**src/rtl/tdpt_pkg.sv**
```systemverilog
package tdpt_pkg;

	// Width and ceiling of the running prime count
	localparam int unsigned COUNT_BITS = 31;
	localparam logic [COUNT_BITS-1:0] COUNT_MAX = {COUNT_BITS{1'b1}};

	// Sequencer states
	typedef enum logic [2:0] {
		ST_IDLE,
		ST_CHECK,
		ST_DIV,
		ST_TEST,
		ST_WRITE
	} state_t;

	// Datapath controls from the sequencer
	typedef struct packed {
		logic accept;
		logic load_div;
		logic step_div;
		logic advance;
		logic found;
		logic bound_hit;
		logic write_out;
	} ctl_t;

endpackage

```
**src/rtl/trial_division_prime_test_unit.sv**
```systemverilog
// Trial-division primality tester. Each transferred input carries one candidate
// and gives exactly one result: the candidate, a prime flag and the count of
// primes seen since the last item that had first_of_range set (saturating at
// 2^31-1). Zero, one, two and even values above two are settled at once,
// without trials. Odd candidates try odd factors 3, 5, 7 and upward while
// factor*factor <= value, using one shared restoring remainder unit that
// retires one bit per cycle; each trial checks the bound, divides and tests
// the remainder. A prime runs every trial up to the bound; a candidate with a
// small factor stops at the first factor that divides it.
// The input stalls for the whole test; a finished result sits in an output
// register, so a new candidate can be taken while the previous result waits.
module trial_division_prime_test_unit
	import tdpt_pkg::*;
#(
	parameter int unsigned VALUE_BITS = 31
) (
	input  logic                  clk,
	input  logic                  arst_n,
	input  logic                  in_valid,
	output logic                  in_stall,
	input  logic [VALUE_BITS-1:0] value,
	input  logic                  first_of_range,
	output logic                  out_valid,
	input  logic                  out_stall,
	output logic [VALUE_BITS-1:0] tested_value,
	output logic                  is_prime,
	output logic [COUNT_BITS-1:0] primes_so_far
);

	localparam int unsigned SQ_BITS  = VALUE_BITS + 2;
	localparam int unsigned CNT_BITS = $clog2(VALUE_BITS);
	localparam logic [CNT_BITS-1:0] CNT_LAST = CNT_BITS'(VALUE_BITS - 1);

	state_t state_q, state_d;
	ctl_t   ctl;

	logic [VALUE_BITS-1:0] val_q;
	logic [VALUE_BITS-1:0] fac_q;
	logic [SQ_BITS-1:0]    sq_q;
	logic [VALUE_BITS-1:0] rem_q;
	logic [VALUE_BITS-1:0] sh_q;
	logic [CNT_BITS-1:0]   cnt_q;
	logic                  prime_q;
	logic [COUNT_BITS-1:0] count_q;
	logic                  out_valid_q;

	logic                  in_xfer;
	logic                  out_free;
	logic                  needs_trial;
	logic                  over_bound;
	logic [VALUE_BITS:0]   rem_shift;
	logic                  rem_ge;
	logic [VALUE_BITS-1:0] rem_next;
	logic [COUNT_BITS-1:0] count_next;

	// Classify the incoming candidate: only odd values of three and up need trials
	assign in_xfer     = in_valid && !in_stall;
	assign needs_trial = value[0] && (value != VALUE_BITS'(1));
	assign out_free    = !out_valid_q || !out_stall;

	// Bound check: stop once factor squared exceeds the candidate
	assign over_bound = sq_q > {2'b00, val_q};

	// Restoring remainder step, one candidate bit per cycle
	assign rem_shift = {rem_q, sh_q[VALUE_BITS-1]};
	assign rem_ge    = rem_shift >= {1'b0, fac_q};
	always_comb begin
		if (rem_ge) begin
			rem_next = VALUE_BITS'(rem_shift - {1'b0, fac_q});
		end else begin
			rem_next = rem_shift[VALUE_BITS-1:0];
		end
	end

	// Saturating count update for the result being written
	always_comb begin
		if (prime_q && (count_q != COUNT_MAX)) begin
			count_next = count_q + COUNT_BITS'(1);
		end else begin
			count_next = count_q;
		end
	end

	// Next state
	always_comb begin
		state_d = state_q;
		unique case (state_q)
			ST_IDLE: begin
				if (in_valid) begin
					state_d = needs_trial ? ST_CHECK : ST_WRITE;
				end
			end
			ST_CHECK: begin
				state_d = over_bound ? ST_WRITE : ST_DIV;
			end
			ST_DIV: begin
				if (cnt_q == CNT_LAST) begin
					state_d = ST_TEST;
				end
			end
			ST_TEST: begin
				state_d = (rem_q == '0) ? ST_WRITE : ST_CHECK;
			end
			ST_WRITE: begin
				if (out_free) begin
					state_d = ST_IDLE;
				end
			end
			default: state_d = ST_IDLE;
		endcase
	end

	// Sequencer outputs
	always_comb begin
		ctl      = '0;
		in_stall = 1'b1;
		unique case (state_q)
			ST_IDLE: begin
				in_stall   = 1'b0;
				ctl.accept = in_valid;
			end
			ST_CHECK: begin
				ctl.bound_hit = over_bound;
				ctl.load_div  = !over_bound;
			end
			ST_DIV: begin
				ctl.step_div = 1'b1;
			end
			ST_TEST: begin
				ctl.found   = (rem_q == '0);
				ctl.advance = (rem_q != '0);
			end
			ST_WRITE: begin
				ctl.write_out = out_free;
			end
			default: begin
				in_stall = 1'b1;
			end
		endcase
	end

	// Control registers
	always_ff @(posedge clk or negedge arst_n) begin
		if (!arst_n) begin
			state_q     <= ST_IDLE;
			count_q     <= '0;
			out_valid_q <= 1'b0;
		end else begin
			state_q <= state_d;
			if (ctl.accept && first_of_range) begin
				count_q <= '0;
			end else if (ctl.write_out) begin
				count_q <= count_next;
			end
			if (ctl.write_out) begin
				out_valid_q <= 1'b1;
			end else if (!out_stall) begin
				out_valid_q <= 1'b0;
			end
		end
	end

	// Trial datapath: factor, its square, remainder and shifter
	always_ff @(posedge clk) begin
		if (ctl.accept) begin
			val_q   <= value;
			fac_q   <= VALUE_BITS'(3);
			sq_q    <= SQ_BITS'(9);
			prime_q <= (value == VALUE_BITS'(2));
		end
		if (ctl.bound_hit) begin
			prime_q <= 1'b1;
		end
		if (ctl.found) begin
			prime_q <= 1'b0;
		end
		if (ctl.load_div) begin
			rem_q <= '0;
			sh_q  <= val_q;
			cnt_q <= '0;
		end
		if (ctl.step_div) begin
			rem_q <= rem_next;
			sh_q  <= {sh_q[VALUE_BITS-2:0], 1'b0};
			cnt_q <= cnt_q + CNT_BITS'(1);
		end
		// (f+2)^2 = f^2 + 4f + 4
		if (ctl.advance) begin
			fac_q <= fac_q + VALUE_BITS'(2);
			sq_q  <= sq_q + {fac_q, 2'b00} + SQ_BITS'(4);
		end
	end

	// Result register
	always_ff @(posedge clk) begin
		if (ctl.write_out) begin
			tested_value  <= val_q;
			is_prime      <= prime_q;
			primes_so_far <= count_next;
		end
	end

	assign out_valid = out_valid_q;

	// A new result appears only from the write state
	assert property (@(posedge clk) disable iff (!arst_n)
		ctl.write_out |-> (state_q == ST_WRITE) && out_free)
		else $error("result written outside write state or over a held result");

	// A prime verdict is never given to an even value other than two
	assert property (@(posedge clk) disable iff (!arst_n)
		(out_valid && is_prime) |-> (tested_value[0] || tested_value == VALUE_BITS'(2)))
		else $error("even value reported prime");

	// Trial factors stay odd during division
	assert property (@(posedge clk) disable iff (!arst_n)
		(state_q == ST_DIV) |-> fac_q[0])
		else $error("even trial factor");

	// Remainder after a full division is below the factor
	assert property (@(posedge clk) disable iff (!arst_n)
		(state_q == ST_TEST) |-> (rem_q < fac_q))
		else $error("remainder not reduced below factor");

	// The input is taken only while idle, and each transfer starts a test in the check or write state
	assert property (@(posedge clk) disable iff (!arst_n)
		in_xfer |=> (state_q == ST_CHECK || state_q == ST_WRITE))
		else $error("transfer did not start a test");

endmodule

```
**config.mk**
```make
export PLATFORM = sky130hd
export DESIGN_NAME = trial_division_prime_test_unit
export DESIGN_NICKNAME = d
export VERILOG_FILES = /design/src/rtl/tdpt_pkg.sv /design/src/rtl/trial_division_prime_test_unit.sv
export SDC_FILE = /design/constraint.sdc
export NUM_CORES = 1
export LEC_CHECK = 0
export BUFFER_PORTS_ARGS = -buffer_cell sky130_fd_sc_hd__buf_2
export CAP_MARGIN = 10
export CELL_PAD_IN_SITES_DETAIL_PLACEMENT = 0
export CELL_PAD_IN_SITES_GLOBAL_PLACEMENT = 2
export CORE_MARGIN = 10
export CORE_UTILIZATION = 41
export CTS_CLUSTER_SIZE = 25
export DETAILED_ROUTE_END_ITERATION = 8
export GPL_ROUTABILITY_DRIVEN = 0
export PLACE_DENSITY_LB_ADDON = 0.1
export SLEW_MARGIN = 10
export SYNTH_ARGS = -nofsm -noshare
export SYNTH_HDL_FRONTEND = slang
export SYNTH_SLANG_ARGS = --single-unit
```
**constraint.sdc**
```tcl
create_clock -name clk -period 5.3 [get_ports clk]
set_clock_uncertainty 0.15 [all_clocks]
set_input_delay 0.265 -clock clk [delete_from_list [all_inputs] [get_ports clk]]
set_output_delay 0.265 -clock clk [all_outputs]
set_load 0.01 [all_outputs]
```
==> flow_summary.toml, run 1 <==
[synth]
yosysSeqAreaShare_pct = 50.5
synth_edf_count = 220
yosys.area.top_type = "edfxtp_1"
ys.flop_type = "edfxtp_1"
yosys-top-cells-area = "edfxtp_1, ha_1, dfrtp_1"
syn-num-nets = 1544
yosys_warnings = 0
netlist_instances = 1386
syn_area_sq_um = 14900
synth_cell_types = 74
async_flop_share_pct = 13.6
syn_avg_cell_area_sq_um = 10.7
yosys.area.top_type_share_pct = 44.4
yosys_register_bits = 257

[timing]
finalMaxSlewViolations = 0
setup_violations = 0
fin_ws_ns = 1.43
fin_crit_ns = 3.87
worstMarginPinSlew_ns = 1.02
finalCritPeriodShare_pct = 73.0
relSlewSlack_pct = 32.0
max_clock_freq_ghz = 0.259
hold_violations = 0
rsz0062_at_grt = "false"
setup_tns_ns = 0

[setup_path]
worstPathMaxFanout = 47
cp-start-kind = "flip-flop"
critical_path.cell_chain = "inv_1 > ha_1 > a21o_1 > a21o_1 > a211oi_1 > o21ai_0 > a211o_1 > o21ai_0 > and3b_1 > buf_4 > or2_2 > buf_12"
worstSetupPathType = "reg -> reg"
cp_slowest_cell = "or2_2"
endpoint_kind = "flip-flop"
cpPeakStageDelay_ns = 0.51
worstPathRequired_ns = 5.39
cp.arrival_ns = 3.95
startpoint = "val_q[4]"
r2r-start = "val_q[4]"

[cts]
clockRootBuffer = "clkbuf_16"
cts_tree = "done"
post_cts_buffers = 0
numCtsBuffers = 30
clockBufferDepth = 3
clock_latency_ns = 0.57
clk_pin_slew_ns = 0.06
h-tree-depth = 1
cts.sinks = 257

[detailed_routing]
drt-initial-drc-count = 700
drc_errors = 0
vias_per_cell = 5.43
wl_um = 39000
wl_per_cell_um = 19.5
firstDrtPassIters = 4
ant_nets = 0
num_vias = 10870

[grt]
gr-total-overflow = 0
antenna_found_initial = 0
grt_pass1_vias = 10439
grt_pass1_wl_um = 61300
grt.total_usage_pct = 17.3
grt_max_degree = 84

[outcome]
outcome = "complete, no violations"

[power_and_ir_drop]
ir_drop_mv = 0.288
power.static_leakage_nw = 7.10
pwr_density_cell_nw_per_um2 = 552
p_total_mw = 9.52

[worst_hold_path]
hp-start = "in_valid"
hp-class = "in -> reg"

[finish]
stdcell_area_sq_um = 17300
finalNetCount = 1675
fill_cells = 3261
drive_above_1_share_pct = 12.1
areaGrowthSynthToFinish_pct = 16.0
mostFrequentLayoutCells = "edfxtp_1, nor2_1, ha_1, buf_2, a21oi_1"
mostFrequentLayoutCell = "edfxtp_1"
antenna_cells = 0

[run]
max_cap_viol_count = 0

[floorplanning]
core_area_sq_um = 35700
ios = 101
fp-row-count = 69
die_w_um = 211
die_h_um = 211
start_util_pct = 41.7
die_area_sq_um = 44300

[placed_design]
placed_area_sq_um = 15900
place_hpwl_um = 28500
numPortBuffers = 100
place_ws_ns = 1.42
-- layout make-up --
type,count,area (sq um),area share [%]
Inverter,80,302,1.75
Multi-Input combinational cell,1002,6870,39.8
Timing Repair Buffer,146,943,5.46
Tap cell,461,577,3.34
Sequential cell,257,7520,43.6
Clock buffer,42,890,5.15
Clock inverter,13,161,0.935
-- critical path: cells and delay by family (launching register included) --
| kind | cells | cell delay, ns |
|---|---|---|
| AOI/OAI and AO/OA | 6 | 1.27 |
| buffers and inverters | 3 | 0.72 |
| and+or+nand+nor | 2 | 0.70 |
| DFF | 1 | 0.40 |
| adders and majority gates | 1 | 0.24 |
-- state kept, by name, summed over array words and instances (netlist names), 3 cells and up --
name and cells:
sq_q 30, primes_so_far 31, sh_q 31, rem_q 31
tested_value 31, fac_q 30, count_q 31, val_q 31
cnt_q 5, state_q 3
-- timing repair --
item                                    4_1_cts  5_1_grt
endpoints found under the hold margin        70        0
hold buffers                                 34        0
resized for setup                             0        0
endpoints found under the setup margin        0        0
-- logic make-up after synthesis --
kind of cell	after synthesis	share of synthesized area [%]
flip-flops	257	50.5
multiplexers	9	0.605
AND/OR/NAND/NOR	430	13.8
buffers and inverters	127	3.43
AO/OA/AOI/OAI	331	14.7
adder cells (fa/ha/maj)	122	10.4
XOR/XNOR	110	6.52
-- metal layers --
metal,track usage [%],part of all wire (%)
met1,25.2,49
met2,26.4,44
met3,2.48,4.9
met4,4.20,1.9
met5,0,0
-- report_power, final --
part | internal (mW) | switching [mW] | leakage [nW] | total (mW)
Sequential | 2.93 | 0.400 | 2.59 | 3.33
Clock | 1.32 | 0.855 | 0.508 | 2.17
Combinational | 1.53 | 2.49 | 4.01 | 4.02
-- synth_stat cells, drive strengths merged (11+ instances only) --
library cell / count
a211oi: 18
edfxtp: 220
a21o: 45
nor3: 27
ha: 120
a31oi: 17
dfrtp: 35
o21ai: 71
xor2: 42
buf: 14
xnor2: 68
o31ai: 12
nor4: 19
nand2b: 11
nand4: 27
a22o: 39
and3: 20
a21oi: 86
nand3: 49
clkbuf: 33
nor2: 152
inv: 80
and2: 14
nand2: 83
-- through the flow --
step | utilization, % | hold slack [ns] | std cells
3_5_place_dp | 44.5 | 0.288 | 1912
2_1_floorplan | - | -0.181 | 1386
6_report | 48.4 | 0.0721 | 2001
3_3_place_gp | 44.5 | 0.287 | 1912
5_1_grt | 48.4 | 0.152 | 2001
4_1_cts | 48.4 | 0.0454 | 2001
-- final timing paths --
check	depth (start not counted)	endpoint	slack (ns)
min in group asynchronous	2	count_q[26]	0.21
max in group asynchronous	2	count_q[11]	4.23
setup / recovery	12	rem_q[30]	1.43
hold / removal	5	state_q[0]	0.07
hold reg to reg	2	sh_q[0]	0.33
setup reg to reg	12	rem_q[30]	1.43
(Power assumes the default switching activity.)
==> run 2: changes to the inputs <==
--- a/config.mk
+++ b/config.mk
@@ -10,7 +10,7 @@
 export CELL_PAD_IN_SITES_DETAIL_PLACEMENT = 0
 export CELL_PAD_IN_SITES_GLOBAL_PLACEMENT = 2
 export CORE_MARGIN = 10
-export CORE_UTILIZATION = 41
+export CORE_UTILIZATION = 37
 export CTS_CLUSTER_SIZE = 25
 export DETAILED_ROUTE_END_ITERATION = 8
 export GPL_ROUTABILITY_DRIVEN = 0
==> constraint.sdc (replaced) <==
create_clock -name clk -period 3.1 [get_ports clk]
set_clock_uncertainty 0.15 [all_clocks]
set_input_delay 0.155 -clock clk [delete_from_list [all_inputs] [get_ports clk]]
set_output_delay 0.155 -clock clk [all_outputs]
set_load 0.01 [all_outputs]
==> flow_summary.toml, run 2 (same netlist as run 1, synthesis figures left out) <==
[floorplanning]
die_h_um = 221
start_util_pct = 37.5
ios = 101
die_area_sq_um = 48700
fp-row-count = 73
die_w_um = 221
core_area_sq_um = 39700

[cts]
clockRootBuffer = "clkbuf_16"
clk_pin_slew_ns = 0.06
cts.sinks = 257
clockBufferDepth = 3
numCtsBuffers = 31
h-tree-depth = 1
cts_tree = "done"
clock_latency_ns = 0.58

[outcome]
failed_checks = "negative setup slack"
outcome = "complete, but fails checks"

[finish]
mostFrequentLayoutCell = "edfxtp_1"
stdcell_area_sq_um = 20100
areaGrowthSynthToFinish_pct = 35.0
fill_cells = 3630
finalNetCount = 1911
antenna_cells = 0
drive_above_1_share_pct = 29.4
mostFrequentLayoutCells = "edfxtp_1, buf_4, nor2_1, buf_2, ha_1"

[grt]
top_usage_layer = "met2"
antenna_found_initial = 0
grt.total_usage_pct = 16.7
grt_pass1_wl_um = 64600
gr-usage-met2_pct = 26.4
met1_usage_pct = 24.1
grt_pass1_vias = 11360
grt_max_degree = 84
gr-total-overflow = 0
grt_util_met3_pct = 2.43

[detailed_routing]
ant_nets = 0
wl_per_cell_um = 18.6
firstDrtPassIters = 6
drt-initial-drc-count = 717
num_vias = 11786
drc_errors = 0
wl_um = 42700
vias_per_cell = 5.12

[power_and_ir_drop]
ir_drop_mv = 0.496
power.static_leakage_nw = 8.39
pwr_density_cell_nw_per_um2 = 949

[timing]
rsz0062_at_grt = "true"
fin_ws_ns = -0.0104
setup_violations = 1
fin_crit_ns = 3.11
max_clock_freq_ghz = 0.322
setup_tns_ns = -0.0104
finalCritPeriodShare_pct = 100
finalMaxSlewViolations = 0
hold_violations = 0
worstMarginPinSlew_ns = 1.02
relSlewSlack_pct = 32.2

[setup_path]
critical_path.cell_chain = "ha_1 > ha_1 > o21ai_1 > o21ai_2 > a41oi_2 > or2_2 > o221a_2 > a21o_4 > o21ai_2 > xnor2_1 > nor2_1"
cp_slowest_cell = "edfxtp_1"
worstPathRequired_ns = 3.28
cp.arrival_ns = 3.29
worstPathMaxFanout = 3
r2r-start = "fac_q[4]"
r2r-end = "sq_q[29]"
rr_worst_depth = 11
cp-start-kind = "flip-flop"
reg2reg_slack_ns = -0.01
endpoint_kind = "flip-flop"
cpPeakStageDelay_ns = 0.44
startpoint = "fac_q[4]"
worstSetupPathType = "reg -> reg"

[placed_design]
place_ws_ns = -0.358
numPortBuffers = 100
place_hpwl_um = 30500
placed_area_sq_um = 17400

[worst_hold_path]
hp-class = "in -> async"

[run]
max_cap_viol_count = 0
run 2: changes by cell type in the layout (fill, tap and decap cells not counted), moves of 10 or more:
| cell | delta |
|---|---|
| a21oi_1 | -19 |
| a21oi_2 | +16 |
| buf_4 | +201 |
| buf_6 | +12 |
| ha_1 | -29 |
| ha_4 | +28 |
| o21ai_0 | -14 |
| o21ai_2 | +10 |
run 2: critical path: cells and delay by family, from the launching register on:
| kind | cells | cell delay (ns) |
|---|---|---|
| XOR/XNOR | 1 | 0.13 |
| adder cells (fa/ha/maj) | 2 | 0.64 |
| AO/OA/AOI/OAI | 6 | 1.12 |
| flip-flops | 1 | 0.44 |
| AND/OR/NAND/NOR | 2 | 0.39 |
run 2: per-layer routing:
| layer | vias to the layer above | part of all wire, % | wire length (um) |
|---|---|---|---|
| met2 | 201 | 45 | 19400 |
| met4 | 0 | 1.5 | 631 |
| met1 | 5690 | 49 | 20800 |
| li1 | 5852 | - | - |
| met5 | - | 0 | 0 |
| met3 | 43 | 4.3 | 1840 |
run 2: worst max path at each step:
stage          slack (ns)       end  cells past startpoint
2_1_floorplan       0.009  cnt_q[0]                     11
3_3_place_gp        -0.38  sh_q[30]                     11
3_5_place_dp        -0.36  sh_q[30]                     11
4_1_cts             -0.06  sq_q[31]                     12
5_1_grt             -0.14  sq_q[31]                     12
6_report            -0.01  sq_q[29]                     11
run 2: stage by stage:
stage,hold slack (ns),cells,util (%),power (mW)
2_1_floorplan,-0.291,1386,-,10.6
3_3_place_gp,0.189,2155,43.8,14.0
3_5_place_dp,0.185,2155,43.8,14.0
4_1_cts,0.115,2267,48.4,18.2
5_1_grt,0.135,2301,50.6,20.4
6_report,0.104,2301,50.6,19.1
run 2: timing repair:
item                                    CTS  global route
pin swaps                                35            65
cloned                                    2             8
hold buffers                             35             0
setup buffers                            19            29
endpoints found under the setup margin  127           135
endpoints found under the hold margin    81             0
gates resized for setup                  52            98
run 2: area by class of cell:
| class | instances | area (sq um) | area share, % |
|---|---|---|---|
| clock buffer | 41 | 823 | 4.10 |
| timing repair buffer | 381 | 3040 | 15.1 |
| inverter | 80 | 302 | 1.50 |
| sequential | 257 | 7520 | 37.4 |
| tap | 525 | 657 | 3.27 |
| clock inverter | 15 | 144 | 0.716 |
| multi-input combinational | 1002 | 7610 | 37.9 |
run 2: power breakdown:
part           switching [mW]  internal (mW)  total, mW
logic                    5.23           4.74       9.98
clock network            1.47           2.03       3.49
registers               0.615           5.00       5.61
